**src/sv/main_variable_exponent_split_macros.svh**
```systemverilog
`ifndef MAIN_VARIABLE_EXPONENT_SPLIT_MACROS_SVH
`define MAIN_VARIABLE_EXPONENT_SPLIT_MACROS_SVH

// Checks that a condition holds in the same cycle as its trigger.
`define MVES_ASSERT_NOW(label, ante, cons, msg) \
	label: assert property (@(posedge clk) disable iff (!arst_n) (ante) |-> (cons)) \
		else $error(msg);

// Checks that a condition holds in the cycle after its trigger.
`define MVES_ASSERT_NEXT(label, ante, cons, msg) \
	label: assert property (@(posedge clk) disable iff (!arst_n) (ante) |=> (cons)) \
		else $error(msg);

`endif

```
**src/sv/mves_fifo.sv**
```systemverilog
`default_nettype none

module mves_fifo #(
	parameter int WIDTH = 8,
	parameter int DEPTH = 2
) (
	input  logic             clk,
	input  logic             arst_n,
	input  logic             push,
	input  logic [WIDTH-1:0] wdata,
	output logic             full,
	input  logic             pop,
	output logic [WIDTH-1:0] rdata,
	output logic             empty
);
	localparam int PW = (DEPTH > 1) ? $clog2(DEPTH) : 1;
	localparam int CW = $clog2(DEPTH + 1);

	logic [WIDTH-1:0] mem_q [DEPTH];
	logic [PW-1:0]    wr_q;
	logic [PW-1:0]    rd_q;
	logic [CW-1:0]    cnt_q;
	logic             do_push;
	logic             do_pop;

	assign full    = (cnt_q == CW'(DEPTH));
	assign empty   = (cnt_q == '0);
	assign do_push = push && !full;
	assign do_pop  = pop && !empty;
	assign rdata   = mem_q[rd_q];

	always_ff @(posedge clk) begin
		if (do_push) begin
			mem_q[wr_q] <= wdata;
		end
	end

	always_ff @(posedge clk or negedge arst_n) begin
		if (!arst_n) begin
			wr_q  <= '0;
			rd_q  <= '0;
			cnt_q <= '0;
		end else begin
			if (do_push) begin
				wr_q <= (wr_q == PW'(DEPTH - 1)) ? '0 : wr_q + 1'b1;
			end
			if (do_pop) begin
				rd_q <= (rd_q == PW'(DEPTH - 1)) ? '0 : rd_q + 1'b1;
			end
			if (do_push && !do_pop) begin
				cnt_q <= cnt_q + 1'b1;
			end else if (do_pop && !do_push) begin
				cnt_q <= cnt_q - 1'b1;
			end
		end
	end

endmodule

`default_nettype wire

```
**config.mk**
```make
export PLATFORM = sky130hd
export DESIGN_NAME = mves_fifo
export DESIGN_NICKNAME = d
export VERILOG_FILES = /design/src/sv/main_variable_exponent_split_macros.svh /design/src/sv/mves_fifo.sv
export SDC_FILE = /design/constraint.sdc
export NUM_CORES = 1
export LEC_CHECK = 0
export ABC_AREA = 1
export BUFFER_PORTS_ARGS = -buffer_cell sky130_fd_sc_hd__buf_2
export CAP_MARGIN = 30
export CORE_MARGIN = 4
export CORE_UTILIZATION = 49
export CTS_CLUSTER_DIAMETER = 150
export DETAILED_ROUTE_END_ITERATION = 12
export PLACE_DENSITY = 0.8
export SLEW_MARGIN = 25
export SYNTH_ARGS = -nofsm -noshare
export SYNTH_HDL_FRONTEND = slang
export SYNTH_SLANG_ARGS = --single-unit
export TNS_END_PERCENT = 50
```
**constraint.sdc**
```tcl
create_clock -name clk -period 1.8 [get_ports clk]
set_input_delay 0.09 -clock clk [delete_from_list [all_inputs] [get_ports clk]]
set_output_delay 0.09 -clock clk [all_outputs]
set_load 0.02 [all_outputs]
```
==> reports/metrics.csv <==
stage,metric,value,unit
min_path,worst min-delay path class,in2reg,
setup_path,Worst Path Required,1.99,ns
layout,most frequent cells in the layout,"nand2_1 (33), buf_2 (21), edfxtp_1 (16)",
sta,setup TNS,0,ns
detailed_routing,Top Metal Used,met3,
power,P per Cell Area,1530,nW/um^2
grt,largest net degree at the start of global routing,12,
placed_design,port bufs,21,
yosys,syn nets,86,
clock_tree,H-tree levels,1,
die,Ports,22,
die,initial core utilization,52.5,%
detailed_routing,final WL,1.40,mm
sta,fin crit period,1.44,ns
detailed_routing,routed wl met2,748,um
clock_tree,CTS tree,built,
layout,area delta synth->final,31.4,%
yosys,"Distinct cells, synth",14,
outcome,status,completed,
die,full die area,2370,sq um
power,sw power,0.000632,W
sta,Max-Slew Margin vs Limit,78.7,%
power,sw frac,38.9,%
detailed_routing,vias per cell,4.74,
setup_path,CP max FO,7,
yosys,sequential area share after synthesis,71.7,%
sta,max-slew violations,0,
sta,Final Cycle Share,79.9,%
sta,endpoints failing setup,0,
sta,Final WS setup,0.362,ns
setup_path,slowest CP cell,dfrtp_1,
grt,GRT overflow,0,
power,sequential share of power,45.0,%
sta,RSZ-0062 raised after global routing,no,
clock_tree,Max Buffers Root-to-Sink,2,
yosys,Post-Syn Area,810,sq um
die,Die Y,48.6,um
layout,Total Nets Final,121,
setup_path,CP Depth,6,
yosys,"FF+latch count, synth",20,
layout,Inserted Diodes,0,
detailed_routing,wire length on met3,61,um
power,total power,0.00163,W
min_path,Hold Path Depth,3,
die,core area,1540,sq um
clock_tree,Num Clock Sinks,20,
power,clock share of power,15.2,%
setup_path,Setup crit start kind,flop,
power,Comb pwr share,39.8,%
setup_path,"CP delay by family, top",flip-flops,
setup_path,"most used cell, CP",nand2_1,
setup_path,CP Data Arrival Time,1.63,ns
detailed_routing,initial drt markers,13,
setup_path,crit end category,flop,
power,Lkg Pwr,0.509,nW
placed_design,gpl congestion,0.759,
grt,first-pass GRT wire length,2.54,mm
die,die width,48.6,um
placed_design,DP HPWL,1.01,mm
yosys,YS warnings,0,
setup_path,worst path cell trace,o21ai_0 -> ha_1 -> inv_1 -> nand3_1 -> nand2_1 -> nand2_1,
grt,GRT Overall Usage,13.5,%
setup_path,R2R depth,6,
clock_tree,CTS root buf,clkbuf_4,
sta,highest clock rate,0.695,GHz
sta,clock skew,0.00143,ns
yosys,cells after synthesis,73,
detailed_routing,post-route ant nets,0,
placed_design,pre-CTS setup slack,0.394,ns
clock_tree,Num CTS Buffers,3,
sta,Hold Fails Final Rpt,0,
setup_path,Setup CP Type,reg2reg,
clock_tree,later-pin clock latency in the skew report,0.29,ns
detailed_routing,via count,583,
run,maxcap violations,0,
layout,"commonest non-fill, non-tap cell in the layout",nand2_1,
detailed_routing,DRC,0,
sta,transition time of the tightest slew-check pin,0.320,ns
die,Row Count,14,
clock_tree,"Gates resized, CTS repair",0,
layout,layout cell share with drive strength beyond 1,27.1,%
grt,number of antenna violations at the first check in global routing,0,
power,Int Pwr,0.000994,W
setup_path,"Buf+Inv Stages, Crit Path",1,
setup_path,worst reg2reg setup slack,0.36,ns
yosys,Syn Area/Cell,11.1,sq um
clock_tree,clk slew on worst S/H paths,0.10,ns
setup_path,delay of the slowest critical-path stage,0.47,ns
power,Max VDD drop,0.00112,V
grt,vias in the first global route,599,
detailed_routing,Routed WL per cell,11.4,um
detailed_routing,DR pass1 iterations,4,
detailed_routing,Metal-1 WL,594,um
clock_tree,CTS Hold Bufs,9,
clock_tree,post-CTS setup buffers,0,
==> kinds of logic (layout without fill, tap and decap cells) <==
group / after synthesis / count (layout) / share of synthesized area, %
xor gates and xnor gates: 1 / 1 / 1.08
AOI/OAI and AO/OA: 2 / 2 / 1.24
buffers and inverters: 9 / 43 / 4.33
and+or+nand+nor: 40 / 40 / 20.1
DFF: 20 / 20 / 71.7
adders and majority gates: 1 / 1 / 1.55
==> worst reg2reg max path: stages, from the launching register on <==
cell     delay, ns
dfrtp_1       0.47
o21ai_0       0.30
ha_1          0.32
inv_1         0.08
nand3_1       0.07
nand2_1       0.05
nand2_1       0.04
==> area by class of cell <==
cell class	count	area, sq um
flip-flops and latches	20	581
fillers	119	478
repair buffers	31	203
multi-input cells	44	194
clock buffers	4	36.3
inverters	8	30.0
well taps	16	20.0
==> metrics by stage <==
stage          cells  hold slack, ns  util, %  instance area [sq um]
2_1_floorplan     73          -0.206        -                    810
3_3_place_gp     110         -0.0976     60.8                    937
3_5_place_dp     110         -0.0945     60.8                    937
4_1_cts          123          0.0404     69.0                   1060
5_1_grt          123          0.0727     69.0                   1060
6_report         123          0.0445     69.0                   1060
==> routing by layer <==
metal	global-route usage (%)	up-vias
li1	-	305
met3	3.37	0
met1	16.6	265
met2	23.3	13
met4	4.04	0
met5	0	-
==> worst paths after layout <==
check                      startpoint        to
max                          cnt_q[0]  cnt_q[1]
min                               pop      rd_q
max reg2reg                  cnt_q[0]  cnt_q[1]
min reg2reg                      wr_q      wr_q
max in group asynchronous      arst_n      rd_q
min in group asynchronous      arst_n  cnt_q[0]
==> flip-flops by register name, indices dropped and copies added (netlist names) <==
signal / count
cnt_q: 2
mem_q: 16
rd_q: 1
wr_q: 1
==> Yosys cell counts (all sizes together) <==
master   n  area (sq um)
nand3b   1          7.51
inv      8          30.0
o21ai    2          10.0
edfxtp  16           480
nor2     4          20.0
ha       1          12.5
nand2   33           124
nand4    1          6.26
nand3    1          5.00
buf      1          5.00
dfrtp    4           100
xnor2    1          8.76
==> power by group through the flow <==
stage	Clock, W	Combinational (W)	Sequential (W)
CTS	0.000256	0.000661	0.000736
finish	0.000247	0.000647	0.000732
floorplan	0	0.000480	0.000697
detailed placement	0	0.000643	0.000742
global placement	0	0.000628	0.000736
global route	0.000280	0.000742	0.000750
Power figures use the tool's default switching activity.
