==> src/sv/main_variable_exponent_split_macros.svh <==
`ifndef MAIN_VARIABLE_EXPONENT_SPLIT_MACROS_SVH
`define MAIN_VARIABLE_EXPONENT_SPLIT_MACROS_SVH

// Checks that a condition holds in the same cycle as its trigger.
`define MVES_ASSERT_NOW(label, ante, cons, msg) \
	label: assert property (@(posedge clk) disable iff (!arst_n) (ante) |-> (cons)) \
		else $error(msg);

// Checks that a condition holds in the cycle after its trigger.
`define MVES_ASSERT_NEXT(label, ante, cons, msg) \
	label: assert property (@(posedge clk) disable iff (!arst_n) (ante) |=> (cons)) \
		else $error(msg);

`endif

==> src/sv/mves_pkg.sv <==
`default_nettype none

package mves_pkg;

	// Input item kinds.
	localparam logic KIND_TERM = 1'b0;
	localparam logic KIND_END  = 1'b1;

	// Result kinds.
	localparam logic RK_INDEX  = 1'b0;
	localparam logic RK_REMAIN = 1'b1;

	// Configuration register indexes.
	localparam logic [2:0] REG_ORDER_MODE   = 3'd0;
	localparam logic [2:0] REG_FIELD_BITS   = 3'd1;
	localparam logic [2:0] REG_NUM_FIELDS   = 3'd2;
	localparam logic [2:0] REG_TOP_LIMIT    = 3'd3;
	localparam logic [2:0] REG_RADIX_ZERO   = 3'd4;
	localparam logic [2:0] REG_RADIX_ONE    = 3'd5;
	localparam logic [2:0] REG_RADIX_TWO    = 3'd6;
	localparam logic [2:0] REG_DEGREE_RADIX = 3'd7;

	typedef struct packed {
		logic        kind;
		logic [63:0] exponent_word;
	} item_t;

	typedef struct packed {
		logic        result_kind;
		logic [5:0]  slot;
		logic [63:0] value;
		logic        last;
	} result_t;

	typedef struct packed {
		logic        order_mode;
		logic [5:0]  field_bits;
		logic [2:0]  num_fields;
		logic [5:0]  top_limit;
		logic [63:0] radix_zero;
		logic [63:0] radix_one;
		logic [63:0] radix_two;
		logic [63:0] degree_radix;
	} cfg_t;

	// Classified command handed from the front to the back.
	typedef struct packed {
		logic        is_end;
		logic        mode;
		logic [3:0]  nf;
		logic [5:0]  first_slot;
		logic [6:0]  count;
		logic [63:0] term_no;
	} cmd_ctl_t;

	// Handshake and status signals of the back end.
	typedef struct packed {
		logic cmd_pop;
		logic out_push;
		logic idle;
	} bk_stat_t;

endpackage

`default_nettype wire

==> src/sv/mves_back.sv <==
`default_nettype none

module mves_back #(
	parameter int MAX_FIELDS = 4
) (
	input  logic                        clk,
	input  logic                        arst_n,
	input  mves_pkg::cfg_t              cfg,
	input  mves_pkg::cmd_ctl_t          ctl,
	input  logic [MAX_FIELDS-1:0][63:0] fields,
	input  logic                        cmd_empty,
	input  logic                        out_full,
	output mves_pkg::bk_stat_t          stat,
	output mves_pkg::result_t           out_word
);
	import mves_pkg::*;

	localparam int FW = (MAX_FIELDS > 1) ? $clog2(MAX_FIELDS) : 1;

	typedef enum logic [7:0] {
		S_IDLE      = 8'b0000_0001,
		S_INDEX     = 8'b0000_0010,
		S_FOLD_INIT = 8'b0000_0100,
		S_FOLD_CHK  = 8'b0000_1000,
		S_MUL_LL    = 8'b0001_0000,
		S_MUL_LH    = 8'b0010_0000,
		S_MUL_HL    = 8'b0100_0000,
		S_EMIT      = 8'b1000_0000
	} state_t;

	state_t        state_q;
	logic [5:0]    slot_q;
	logic [6:0]    cnt_q;
	logic [63:0]   e_q;
	logic [63:0]   acc_q;
	logic [FW-1:0] j_q;
	logic [31:0]   jx;
	logic [63:0]   radix;
	logic [31:0]   op_a;
	logic [31:0]   op_b;
	logic [63:0]   prod;
	logic          run_done;

	assign jx = 32'(j_q);

	always_comb begin
		if (ctl.mode) begin
			radix = cfg.degree_radix;
		end else if (jx == 32'd0) begin
			radix = cfg.radix_zero;
		end else if (jx == 32'd1) begin
			radix = cfg.radix_one;
		end else if (jx == 32'd2) begin
			radix = cfg.radix_two;
		end else begin
			radix = 64'd1;
		end
	end

	// One 32x32 multiplier handles the three partial products of each step.
	always_comb begin
		op_a = e_q[31:0];
		op_b = radix[31:0];
		if (state_q == S_MUL_LH) begin
			op_b = radix[63:32];
		end else if (state_q == S_MUL_HL) begin
			op_a = e_q[63:32];
		end
	end

	assign prod     = 64'(op_a) * 64'(op_b);
	assign run_done = (cnt_q == 7'd1);

	always_comb begin
		stat.idle     = (state_q == S_IDLE);
		stat.out_push = ((state_q == S_INDEX) || (state_q == S_EMIT)) && !out_full;
		stat.cmd_pop  = ((state_q == S_IDLE) && !cmd_empty && ctl.is_end && (ctl.count == 7'd0))
		             || ((state_q == S_INDEX) && !out_full && run_done && ctl.is_end)
		             || ((state_q == S_EMIT) && !out_full);
		if (state_q == S_INDEX) begin
			out_word.result_kind = RK_INDEX;
			out_word.slot        = slot_q;
			out_word.value       = ctl.term_no;
			out_word.last        = ctl.is_end && run_done;
		end else begin
			out_word.result_kind = RK_REMAIN;
			out_word.slot        = 6'd0;
			out_word.value       = e_q;
			out_word.last        = 1'b1;
		end
	end

	always_ff @(posedge clk or negedge arst_n) begin
		if (!arst_n) begin
			state_q <= S_IDLE;
			slot_q  <= '0;
			cnt_q   <= '0;
			e_q     <= '0;
			acc_q   <= '0;
			j_q     <= '0;
		end else begin
			unique case (state_q)
				S_IDLE: begin
					if (!cmd_empty) begin
						slot_q <= ctl.first_slot;
						cnt_q  <= ctl.count;
						if (ctl.count != 7'd0) begin
							state_q <= S_INDEX;
						end else if (!ctl.is_end) begin
							state_q <= S_FOLD_INIT;
						end
					end
				end
				S_INDEX: begin
					if (!out_full) begin
						slot_q <= slot_q + 1'b1;
						cnt_q  <= cnt_q - 1'b1;
						if (run_done) begin
							state_q <= ctl.is_end ? S_IDLE : S_FOLD_INIT;
						end
					end
				end
				S_FOLD_INIT: begin
					if (ctl.nf > {3'd0, ctl.mode}) begin
						e_q     <= fields[FW'(ctl.nf - 4'd1)];
						j_q     <= FW'(ctl.nf - 4'd1);
						state_q <= S_FOLD_CHK;
					end else begin
						e_q     <= 64'd0;
						state_q <= S_EMIT;
					end
				end
				S_FOLD_CHK: begin
					if (jx > 32'(ctl.mode)) begin
						j_q     <= j_q - 1'b1;
						state_q <= S_MUL_LL;
					end else begin
						state_q <= S_EMIT;
					end
				end
				S_MUL_LL: begin
					acc_q   <= prod + fields[j_q];
					state_q <= S_MUL_LH;
				end
				S_MUL_LH: begin
					acc_q   <= acc_q + {prod[31:0], 32'd0};
					state_q <= S_MUL_HL;
				end
				S_MUL_HL: begin
					e_q     <= acc_q + {prod[31:0], 32'd0};
					state_q <= S_FOLD_CHK;
				end
				S_EMIT: begin
					if (!out_full) begin
						state_q <= S_IDLE;
					end
				end
				default: begin
					state_q <= S_IDLE;
				end
			endcase
		end
	end

endmodule

`default_nettype wire

==> config.mk <==
export PLATFORM = sky130hd
export DESIGN_NAME = mves_back
export DESIGN_NICKNAME = d
export VERILOG_FILES = /design/src/sv/main_variable_exponent_split_macros.svh /design/src/sv/mves_pkg.sv /design/src/sv/mves_back.sv
export SDC_FILE = /design/constraint.sdc
export NUM_CORES = 2
export LEC_CHECK = 0
export ABC_AREA = 1
export CAP_MARGIN = 40
export CORE_UTILIZATION = 36
export CTS_CLUSTER_SIZE = 30
export DETAILED_ROUTE_END_ITERATION = 7
export DONT_BUFFER_PORTS = 1
export GPL_TIMING_DRIVEN = 1
export PLACE_DENSITY_LB_ADDON = 0.25
export SYNTH_ARGS = -nofsm -noshare
export SYNTH_HDL_FRONTEND = slang
export SYNTH_SLANG_ARGS = --single-unit
export TNS_END_PERCENT = 1
==> constraint.sdc <==
create_clock -name clk -period 29.4 [get_ports clk]
set_clock_uncertainty 0.15 [all_clocks]
set_input_delay 1.47 -clock clk [delete_from_list [all_inputs] [get_ports clk]]
set_output_delay 1.47 -clock clk [all_outputs]
set_load 0.01 [all_outputs]
==> reports/metrics.yaml <==
status: "complete, but fails checks"
violations: "DRC"
fmax_ghz: 0.0726
route.layer.met1.wl_um: 98900
ctsHoldBuffers: 0
synth.area.top_cells: "fa_1 (34%), nand2_1 (11%), inv_1 (9.6%)"
dr.pass1.iters: 8
port_buffers: 0
die_w_um: 387
timing.setup.tns_ns: 0
cts_max_level: 4
cts-buffers-inserted: 17
wl_um: 261000
clk_pin_slew_worst_paths_ns: 0.08
synth.area.mux_share: 0
synth.avg_cell_area_um2: 7.18
min_path_type: "flop to flop"
rrSetupSlack_ns: 15.63
die-height_um: 387
top_level_ports: 690
fillers: 15619
grt_max_degree: 152
fin_crit_sh: 0.468
grt_setup_unrepaired: "false"
crit_path_top_delay_cell: "dfrtp_4"
end_kind: "flop"
synthFlopType: "dfrtp_1"
relSlewSlack: 0.350
antenna_found_initial: 28
overflow: 0
synth_top_family_by_area: "adder cells"
hold_viol_final: 0
synth_area_mm2: 0.0533
min-delay-start: "acc_q[9]$_DFFE_PN0P_"
synth-seq-cells: 151
cts_resized: 0
drc: 7
grtUsageTotal: 0.345
maxCapViolCount: 0
cp_data_arrival_time_ns: 14.01
ant_nets: 0
grt_pass1_wl_um: 371000
synthAdderAreaFrac: 0.423
drive_above_1_share: 0.0459
synth_cell_types: 61
die_area_mm2: 0.149
nets: 9121
routed-wl-met3_um: 34400
routed-via-count: 52412
synth_xor_xnor_area_share: 0.0163
timing.final.crit_period_ns: 13.77
timing.rr.end: "acc_q[48]$_DFFE_PN0P_"
worstMarginPinSlew_ns: 0.972
rows: 140
critical-path-max-stage-delay_ns: 0.69
vias_per_cell: 5.70
synth_nets: 9299
clock_path_buffers: 2
worstSetupPathType: "flop to flop"
core-area_mm2: 0.146
synth_top_area_share: 0.338
worstPathRequired_ns: 29.65
ctsRootBufferMaster: "clkbuf_16"
slew_violations: 0
synth_edf_count: 0
place.detailed.hpwl_um: 214000
yosysTopAreaCell: "fa_1"
synth-compound-area-share: 0.129
synth-simple-area-share: 0.229
yosysWarnings: 0
async_reset_ff_frac: 1.00
setup_viol: 0
top_layer: "met5"
insertion_delay_ns: 0.51
holdPathEnd: "e_q[9]$_DFFE_PN0P_"
wl_per_cell_um: 28.3
clock_sinks: 151
initial_utilization: 0.364
grt_pass1_vias: 52378
r2r-start: "j_q[0]$_DFFE_PN0P_"
start_kind: "flop"
drt_first_iter_violations: 5870
cts_tree: "yes"
routabilityCongestion: 1.05
hold_depth: 2
cp_max_fo: 100
yosysSeqAreaShare: 0.0710
met2_length_um: 112000
r2r_cells: 42
syn_inst: 7421
critPathMostFrequentCell: "fa_1"
areaGrowthSynthToFinish_pct: 4.70
postCtsSetupBuffers: 0
-- placed cells by master (no fill, tap or decap), drive strengths merged, types with 2 or more instances in the layout --
cell and n:
nand2 1582, inv 1418, nor2 1002, fa 898
o21ai 435, ha 365, a21oi 334, nand3 330
dfrtp 150, buf 140, o221ai 107, o211ai 69
o22ai 66, xor2 63, xnor2 36, nor3 34
o21bai 34, a31oi 32, diode 30, a21o 24
nand4 23, clkbuf 19, or2 13, nor4 13
a21boi 12, o21a 9, nand3b 9, o31ai 5
and3 4, a22oi 4, a221oi 3, and2 3
clkinvlp 3, clkinv 3, a211oi 3, a31o 2
o2111ai 2
-- metrics by stage --
| stage | instance area, µm² | cells | hold slack [ns] | setup WS (ns) | util |
|---|---|---|---|---|---|
| finish | 55800 | 9203 | 0.337 | 15.63 | 0.381 |
| global route | 55700 | 9198 | 0.349 | 14.93 | 0.381 |
| CTS | 55700 | 9170 | 0.339 | 15.83 | 0.381 |
| detailed placement | 55100 | 9138 | 0.322 | 15.88 | 0.377 |
| global placement | 54600 | 9088 | 0.314 | 15.93 | 0.374 |
| floorplan | 53300 | 7421 | 0.300 | 19.44 | - |
-- critical path, delay by kind of cell (launching register included) --
kind / cells / cell delay (ns)
flip-flops: 1 / 0.69
adder cells (fa/ha/maj): 11 / 5.17
AO/OA/AOI/OAI: 7 / 1.54
buffers and inverters: 10 / 2.64
XOR/XNOR: 1 / 0.48
AND/OR/NAND/NOR: 13 / 2.87
-- worst max-delay path by stage --
stage                  startpoint                    end  slack, ns  cells after the start
6_report       j_q[0]$_DFFE_PN0P_  acc_q[48]$_DFFE_PN0P_      15.63                     42
5_1_grt        j_q[0]$_DFFE_PN0P_  acc_q[63]$_DFFE_PN0P_      14.93                     45
4_1_cts        j_q[0]$_DFFE_PN0P_  acc_q[60]$_DFFE_PN0P_      15.83                     42
3_5_place_dp   j_q[0]$_DFFE_PN0P_  acc_q[60]$_DFFE_PN0P_      15.88                     42
3_3_place_gp   j_q[0]$_DFFE_PN0P_  acc_q[63]$_DFFE_PN0P_      15.93                     46
2_1_floorplan             ctl[81]  acc_q[60]$_DFFE_PN0P_      19.44                     49
-- synthesized netlist by cell type, drive strengths merged, types with 5 or more instances --
cell type	number
a21o	24
nand2	1582
or2	13
fa	898
o21bai	34
buf	212
clkbuf	125
nand3b	9
nor4	13
o21a	9
a21oi	334
nand3	330
ha	365
nand4	23
o31ai	5
o22ai	66
dfrtp	150
a31oi	32
xor2	63
inv	1411
a21boi	12
nor2	1002
o221ai	107
o21ai	435
xnor2	36
o211ai	69
nor3	34
-- flip-flops by register name, indices dropped and copies added (netlist names) --
name and count:
acc_q 64, e_q 64, state_q 8, cnt_q 7, slot_q 6, j_q 2
-- final cells by class --
type	count	area (µm²)	area share
Tap cell	1917	2400	0.0430
Clock inverter	13	138	0.00247
Clock buffer	19	433	0.00776
Inverter	1412	5320	0.0953
Multi-Input combinational cell	5521	42500	0.762
Sequential cell	151	3780	0.0679
Timing Repair Buffer	140	1130	0.0202
Antenna cell	30	75.1	0.00135
-- cells by family after synthesis --
family          count (synthesis)
flops                         151
xor+xnor                       99
compound gates               1144
buf+inv                      1749
fa+ha+maj                    1263
simple gates                 3015
-- metal layers --
metal  global-route usage  up-vias
met5                    0        -
met4                0.179       12
li1                     -    22693
met1                0.428    25919
met3                0.130      630
met2                0.520     3158
Power is left out: the tool's default activity adds up to more than one toggle a clock period on the data nets, which glitch-free logic cannot reach.
