## src/sv/main_variable_exponent_split_macros.svh

```systemverilog
`ifndef MAIN_VARIABLE_EXPONENT_SPLIT_MACROS_SVH
`define MAIN_VARIABLE_EXPONENT_SPLIT_MACROS_SVH

// Checks that a condition holds in the same cycle as its trigger.
`define MVES_ASSERT_NOW(label, ante, cons, msg) \
	label: assert property (@(posedge clk) disable iff (!arst_n) (ante) |-> (cons)) \
		else $error(msg);

// Checks that a condition holds in the cycle after its trigger.
`define MVES_ASSERT_NEXT(label, ante, cons, msg) \
	label: assert property (@(posedge clk) disable iff (!arst_n) (ante) |=> (cons)) \
		else $error(msg);

`endif

```

## src/sv/mves_pkg.sv

```systemverilog
`default_nettype none

package mves_pkg;

	// Input item kinds.
	localparam logic KIND_TERM = 1'b0;
	localparam logic KIND_END  = 1'b1;

	// Result kinds.
	localparam logic RK_INDEX  = 1'b0;
	localparam logic RK_REMAIN = 1'b1;

	// Configuration register indexes.
	localparam logic [2:0] REG_ORDER_MODE   = 3'd0;
	localparam logic [2:0] REG_FIELD_BITS   = 3'd1;
	localparam logic [2:0] REG_NUM_FIELDS   = 3'd2;
	localparam logic [2:0] REG_TOP_LIMIT    = 3'd3;
	localparam logic [2:0] REG_RADIX_ZERO   = 3'd4;
	localparam logic [2:0] REG_RADIX_ONE    = 3'd5;
	localparam logic [2:0] REG_RADIX_TWO    = 3'd6;
	localparam logic [2:0] REG_DEGREE_RADIX = 3'd7;

	typedef struct packed {
		logic        kind;
		logic [63:0] exponent_word;
	} item_t;

	typedef struct packed {
		logic        result_kind;
		logic [5:0]  slot;
		logic [63:0] value;
		logic        last;
	} result_t;

	typedef struct packed {
		logic        order_mode;
		logic [5:0]  field_bits;
		logic [2:0]  num_fields;
		logic [5:0]  top_limit;
		logic [63:0] radix_zero;
		logic [63:0] radix_one;
		logic [63:0] radix_two;
		logic [63:0] degree_radix;
	} cfg_t;

	// Classified command handed from the front to the back.
	typedef struct packed {
		logic        is_end;
		logic        mode;
		logic [3:0]  nf;
		logic [5:0]  first_slot;
		logic [6:0]  count;
		logic [63:0] term_no;
	} cmd_ctl_t;

	// Handshake and status signals of the back end.
	typedef struct packed {
		logic cmd_pop;
		logic out_push;
		logic idle;
	} bk_stat_t;

endpackage

`default_nettype wire

```

## src/sv/mves_front.sv

```systemverilog
`default_nettype none

module mves_front #(
	parameter int MAX_FIELDS      = 4,
	parameter int TERM_INDEX_BITS = 32
) (
	input  logic                          clk,
	input  logic                          arst_n,
	input  logic                          accept,
	input  mves_pkg::item_t               item,
	input  mves_pkg::cfg_t                cfg,
	output mves_pkg::cmd_ctl_t            ctl,
	output logic [MAX_FIELDS-1:0][63:0]   fields,
	output logic [5:0]                    next_slot
);
	import mves_pkg::*;

	logic [5:0]                 next_slot_q;
	logic [TERM_INDEX_BITS-1:0] term_count_q;
	logic [3:0]                 nf_eff;
	logic [8:0]                 top_amt;
	logic [63:0]                mask;
	logic [63:0]                top;
	logic                       top_lt;
	logic [5:0]                 lim;
	logic                       has_run;
	logic                       is_end;

	function automatic logic [63:0] shr64(input logic [63:0] v, input logic [8:0] amt);
		return (amt >= 9'd64) ? 64'd0 : (v >> amt[5:0]);
	endfunction

	assign nf_eff  = ({1'b0, cfg.num_fields} > 4'(MAX_FIELDS)) ? 4'(MAX_FIELDS)
	                                                         : {1'b0, cfg.num_fields};
	assign top_amt = 9'(cfg.field_bits) * 9'(nf_eff);
	assign mask    = (cfg.field_bits == 6'd0) ? 64'd0
	                                          : (~64'd0 >> (7'd64 - {1'b0, cfg.field_bits}));
	assign top     = shr64(item.exponent_word, top_amt);
	assign top_lt  = top < {58'd0, cfg.top_limit};
	assign lim     = cfg.top_limit - top[5:0];
	assign has_run = top_lt && (lim > next_slot_q);
	assign is_end  = (item.kind == KIND_END);

	for (genvar j = 0; j < MAX_FIELDS; j++) begin : g_field
		assign fields[j] = shr64(item.exponent_word, 9'(j) * 9'(cfg.field_bits)) & mask;
	end

	always_comb begin
		ctl.is_end     = is_end;
		ctl.mode       = cfg.order_mode;
		ctl.nf         = nf_eff;
		ctl.first_slot = next_slot_q;
		ctl.term_no    = 64'(term_count_q);
		if (is_end) begin
			ctl.count = ({1'b0, cfg.top_limit} >= {1'b0, next_slot_q})
			          ? ({1'b0, cfg.top_limit} - {1'b0, next_slot_q} + 7'd1) : 7'd0;
		end else begin
			ctl.count = has_run ? {1'b0, lim - next_slot_q} : 7'd0;
		end
	end

	assign next_slot = next_slot_q;

	always_ff @(posedge clk or negedge arst_n) begin
		if (!arst_n) begin
			next_slot_q  <= '0;
			term_count_q <= '0;
		end else if (accept) begin
			if (is_end) begin
				next_slot_q  <= '0;
				term_count_q <= '0;
			end else begin
				if (has_run) begin
					next_slot_q <= lim;
				end
				term_count_q <= term_count_q + 1'b1;
			end
		end
	end

endmodule

`default_nettype wire

```

## config.mk

```make
export PLATFORM = sky130hd
export DESIGN_NAME = mves_front
export DESIGN_NICKNAME = d
export VERILOG_FILES = /design/src/sv/main_variable_exponent_split_macros.svh /design/src/sv/mves_pkg.sv /design/src/sv/mves_front.sv
export SDC_FILE = /design/constraint.sdc
export NUM_CORES = 1
export LEC_CHECK = 0
export BUFFER_PORTS_ARGS = -buffer_cell sky130_fd_sc_hd__clkbuf_2
export CAP_MARGIN = 15
export CORE_AREA = 3 3 266 268
export CTS_CLUSTER_SIZE = 24
export DETAILED_ROUTE_END_ITERATION = 12
export DIE_AREA = 0 0 269 271
export MAX_ROUTING_LAYER = met4
export PLACE_DENSITY = 0.5
export SLEW_MARGIN = 5
export SYNTH_ARGS = -nofsm -noshare
export SYNTH_HDL_FRONTEND = slang
export SYNTH_SLANG_ARGS = --single-unit
```

## constraint.sdc

```tcl
create_clock -name clk -period 10.05 [get_ports clk]
set_input_delay 0 -clock clk [delete_from_list [all_inputs] [get_ports clk]]
set_output_delay 0 -clock clk [all_outputs]
set_load 0.02 [all_outputs]
```

==> qor.txt, run 1 <==
FFs w/ async S/R, synth: 100%
Min Clock Period, post-route: 7880 ps
Initial core utilization: 27.9%
Max-Cap Viols: 0
DRT iter0 DRCs: 4,143
Max FO, Critical Path: 57
Syn Inst Count: 2,947
CTS tree: built
GPL Wtd Cong: 1.07
IO Count: 685
CTS HTree Levels: 2
CTS Buf Count: 5
Clock Root Buffer: clkbuf_16
Reg2Reg Capture Point: next_slot[5]
Finish-stage setup viols: 0
Post-synthesis cell area: 19,100 sq um
Relative slew margins: 15.1%
Crit Path Category: input pin to output port
Synth top cells by count: 518 x nor2_1, 323 x nand2_1, 279 x a21oi_1
Clk_lat worst skew: 280 ps
WP buf/inv: 4
Most frequent cell after synthesis: nor2_1
Hold-critical path depth: 0
Post-CTS sizing: 0
Worst r2r path cells: 11
Die ar.: 72,900 sq um
Share of post-route cells with drive strength above 1: 20.8%
Final Routed Wirelength: 128,000 um
Die width: 269 um
Drt drc: 0
Worst path max stage delay: 840 ps
CTS max path bufs: 2
Sequential share of the synthesized area: 4.98%
Worst-margin pin slew: 1270 ps
Layout area overhead: 14.1%
Post-synth top area share: 12.1%
YS warnings: 0
Outcome: finished clean
Count of cell types in the netlist: 80
Via count: 25,000
Via density: 6.12
Die height: 271 um
RSZ-0062 raised after global routing: no
Initial antenna violation count: 20
Max-slew violations: 0
Final cycle utilization of the critical path: 78.4%
Worst Hold End: ctl[81]
Most common flop cell mapped by yosys: dfrtp_1
NumNets Final: 3,545
Worst Path Required: 10,050 ps
Reg2Reg Setup Slack: 6700 ps
Min-delay src: cfg[271]
Synth top area cells: mux2i_1 12%, nor2_1 10%, a21oi_1 7.3%
Gr usage total: 34.2%
Clk_skew: 4.52 ps
1st-pass router iterations: 7
Post-DP HPWL: 102,000 um
Crit path DAT: 7880 ps
Largest net degree at the start of global routing: 84
Critical Path Slowest Stage Cell: ha_4
Biggest area consumer among synthesized cells: mux2i_1
Row Count: 96
Total Neg Setup Slack: 0 ps
Number of port buffers: 393
WL per Instance: 31.3 um
Origin of the critical flop-to-flop path: next_slot[0]
Total grt overflow: 0
Synthesized flop and latch total: 38
Worst VDD drop: 0.119 mV
Crit path max-delay family: compound AO/OA/AOI/OAI gates
Pwr/cell area: 125 nW/um^2
First-pass GRT wire length: 174,000 um
Final-report hold violation count: 0
Startpoint types: input pin
Clock sinks: 38
Total chip power: 0.00272 W
Mean Syn Cell Area: 6.49 sq um
Worst hold path class: input pin to output port
P_leak: 9.67 nW
Post-DRT Antenna Nets: 0
Fillers: 7,795
Core area: 68,600 sq um
Number of global-route vias before repair: 22,900
Max Clk Rate: 0.127 GHz
Setup crit end kind: output port
Post-synth EDFFs: 0
[power breakdown]
part	total, W	internal [W]	switching (W)
clock network	0.000149	0.0000957	0.0000537
registers	0.000188	0.000168	0.0000204
logic	0.00239	0.000758	0.00163
[routing by layer]
layer	wire length, um	share of wire [%]	track usage [%]
met4	9030	7.0	19.9
met2	53100	41	48.7
met5	0	0	-
met1	50100	39	43.0
met3	15900	12	9.23
[final cells by class]
| type | count | area [sq um] | share of cell area (%) |
|---|---|---|---|
| inverters | 81 | 308 | 1.41 |
| repair buffers | 465 | 2540 | 11.6 |
| clock buffers | 6 | 139 | 0.637 |
| multi-input cells | 2550 | 16700 | 76.3 |
| flip-flops and latches | 38 | 951 | 4.36 |
| diodes | 23 | 57.6 | 0.264 |
| well taps | 931 | 1160 | 5.34 |
[sequential cells by signal, summed over array words and instances, names as in the netlist]
signal	cells
next_slot	6
term_count_q	32
[worst max-delay path by stage]
| stage | to | from | slack, ps | depth (start not counted) |
|---|---|---|---|---|
| final | ctl[64] | cfg[264] | 2170 | 28 |
| after CTS | ctl[67] | cfg[264] | 2190 | 28 |
| after global routing | ctl[64] | cfg[264] | 1700 | 29 |
| after detailed placement | ctl[67] | cfg[264] | 2210 | 27 |
| after floorplan | ctl[66] | cfg[265] | 2340 | 33 |
| after global placement | ctl[67] | cfg[264] | 2210 | 27 |
[cell families after synthesis]
family | after synthesis | synth area share, %
compound gates | 757 | 24.8
xor+xnor | 51 | 2.34
mux | 374 | 24.2
flops | 38 | 4.98
other cells | 1 | 0.0196
buf+inv | 391 | 9.07
simple gates | 1271 | 30.0
fa+ha+maj | 64 | 4.62
[metrics by stage]
stage	setup WS, ps	instances	area, sq um	hold slack, ps	utilization [%]
final	2170	4094	21800	0.0435	31.8
after floorplan	2340	2979	19200	-296	-
after detailed placement	2210	4063	21600	0.137	31.5
after global routing	1700	4089	21800	0.118	31.8
after global placement	2210	4063	21600	0.137	31.5
after CTS	2190	4070	21700	0.137	31.7
[worst register-to-register path: stages (launching register included)]
cell and delay, ps:
dfrtp_1 440, ha_1 260, fa_1 400, nor2b_1 120, o21ai_0 110, a21boi_0 190
o21ai_0 100, a211oi_1 340, o211ai_1 220, nor3_1 370, a31oi_2 300, o32ai_1 400
[what timing repair did]
item,in CTS,in global routing
hold buffers,1,0
endpoints found under the hold margin,38,0
setup buffers,0,0
[placed cells by master (no fill, tap or decap), drive strengths merged, types with 10 or more instances in the layout]
cell / n
o21ai: 156
diode: 23
o32ai: 12
a31oi: 16
nor3: 121
nor2b: 42
or3: 14
xor2: 29
nor2: 518
o22a: 10
a21oi: 279
fa: 11
o211ai: 13
o21bai: 11
nor3b: 23
o22ai: 20
nand4: 15
a21boi: 11
dfrtp: 38
conb: 33
nand2b: 16
a21o: 10
a2111oi: 31
and3: 49
ha: 53
mux4: 62
mux2: 80
xnor2: 22
a211oi: 104
clkbuf: 395
nand2: 323
inv: 77
and2: 38
nand3: 47
buf: 75
mux2i: 232
nor4: 30
Note: power is estimated with default switching activity, not from simulation.
==> inputs of run 2 (changes only) <==
==> constraint.sdc (replaced) <==
create_clock -name clk -period 7.6 [get_ports clk]
set_input_delay 0 -clock clk [delete_from_list [all_inputs] [get_ports clk]]
set_output_delay 0 -clock clk [all_outputs]
set_load 0.02 [all_outputs]
==> qor.txt, run 2 (synthesis results as in run 1) <==
Outcome: finished clean
Crit Path Category: input pin to output port
RSZ-0062 raised after global routing: no
Max-Cap Viols: 0
Worst r2r path cells: 11
Clk_lat worst skew: 270 ps
Fillers: 7,804
Row Count: 96
Largest Register: term_count_q
Relative slew margins: 19.5%
Min Clock Period, post-route: 7170 ps
GPL Wtd Cong: 1.10
Final Cell Area: 22,000 sq um
Worst path depth: 25
Share of post-route cells with drive strength above 1: 21.3%
Critical Path Slowest Stage Cell: fa_1
Number of port buffers: 393
Largest net degree at the start of global routing: 119
WP buf/inv: 4
NumNets Final: 3,561
Commonest non-fill, non-tap cells in the layout: 518 x nor2_1, 389 x clkbuf_2, 323 x nand2_1
Final Routed Wirelength: 130,000 um
CTS HTree Levels: 2
Worst hold path class: input pin to output port
1st-pass router iterations: 6
Post-DP Area: 21,800 sq um
DRT iter0 DRCs: 3,758
Setup crit end kind: output port
Final-report hold violation count: 0
Die height: 271 um
CP dominant cell by count: fa_1
Final cycle utilization of the critical path: 94.3%
Max reg flops: 32
Number of global-route vias before repair: 23,100
Pwr/cell area: 165 nW/um^2
Die ar.: 72,900 sq um
Gr usage total: 34.8%
Max Clk Rate: 0.140 GHz
Worst Path Required: 7600 ps
End point of the critical path: ctl[65]
CTS Buf Count: 5
Clock Root Buffer: clkbuf_16
Total grt overflow: 0
WL per Instance: 31.6 um
Via density: 6.11
Core area: 68,600 sq um
Worst path max stage delay: 610 ps
Post-DP HPWL: 104,000 um
Initial antenna violation count: 12
Hold-critical path depth: 0
Reg2Reg Capture Point: next_slot[5]
Startpoint types: input pin
IO Count: 685
CTS max path bufs: 2
Max-slew violations: 0
Worst Setup SP: cfg[264]
Total Neg Setup Slack: 0 ps
Finish-stage setup viols: 0
Clock sinks: 38
Layout area overhead: 15.0%
Worst-margin pin slew: 1200 ps
Via count: 25,000
Crit path max-delay family: adder cells
Commonest non-fill, non-tap cell in the layout: nor2_1
Clk_skew: 3.92 ps
Max FO, Critical Path: 43
Drt drc: 0
Reg2Reg Setup Slack: 4280 ps
P_leak: 9.78 nW
CTS tree: built
Die width: 269 um
First-pass GRT wire length: 177,000 um
Post-DRT Antenna Nets: 0
Worst VDD drop: 0.147 mV
Crit path DAT: 7170 ps
Origin of the critical flop-to-flop path: next_slot[0]
Initial core utilization: 27.9%
==> run 2: changes by cell type in the layout (fill, tap and decap cells not counted), sizes merged <==
cell	previous run	this run
clkinv	4	5
buf	75	91
clkbuf	395	396
diode	23	11
==> run 2: worst min path at each step <==
| stage | startpoint | endpoint |
|---|---|---|
| after floorplan | arst_n | next_slot[0] |
| final | cfg[271] | ctl[81] |
| after CTS | cfg[271] | ctl[81] |
| after global routing | cfg[271] | ctl[81] |
| after detailed placement | cfg[271] | ctl[81] |
| after global placement | cfg[271] | ctl[81] |
==> run 2: cell type report <==
cell class	instances	area [sq um]	share of cell area, %
clock buffer	7	143	0.649
antenna	11	27.5	0.125
sequential	38	951	4.33
clock inverter	1	5.00	0.0228
multi-input combinational	2550	16700	75.8
timing repair buffer	481	2710	12.3
inverter	81	308	1.40
tap	931	1160	5.30
==> run 2: metrics by stage <==
| step | utilization (%) | instances | total power [W] | setup WS (ps) | hold slack [ps] |
|---|---|---|---|---|---|
| after global routing | 32.0 | 4098 | 0.00384 | 32.2 | 0.129 |
| after detailed placement | 31.7 | 4079 | 0.00331 | 282 | 0.137 |
| final | 32.1 | 4100 | 0.00364 | 432 | 0.0435 |
| after global placement | 31.7 | 4078 | 0.00332 | 416 | 0.137 |
| after CTS | 32.0 | 4088 | 0.00354 | 243 | 0.137 |
| after floorplan | - | 2979 | 0.00227 | 65.7 | -296 |
==> run 2: metal layers <==
| layer | global-route usage [%] | share of wire (%) | vias up |
|---|---|---|---|
| li1 | - | - | 11000 |
| met1 | 44.8 | 40 | 11900 |
| met2 | 49.7 | 41 | 1840 |
| met3 | 7.08 | 11 | 348 |
| met4 | 20.9 | 7.7 | 0 |
| met5 | - | 0 | - |
==> run 2: power breakdown <==
group	internal, W	switching [W]	total, W
clock	0.000130	0.0000769	0.000207
combinational	0.00102	0.00216	0.00318
sequential	0.000222	0.0000277	0.000250
total	0.00137	0.00227	0.00364
==> run 2: what timing repair did <==
action,CTS,global route
setup buffers,0,1
gates resized for setup,0,4
endpoints found under the hold margin,38,0
endpoints found under the setup margin,0,6
hold buffers,1,0
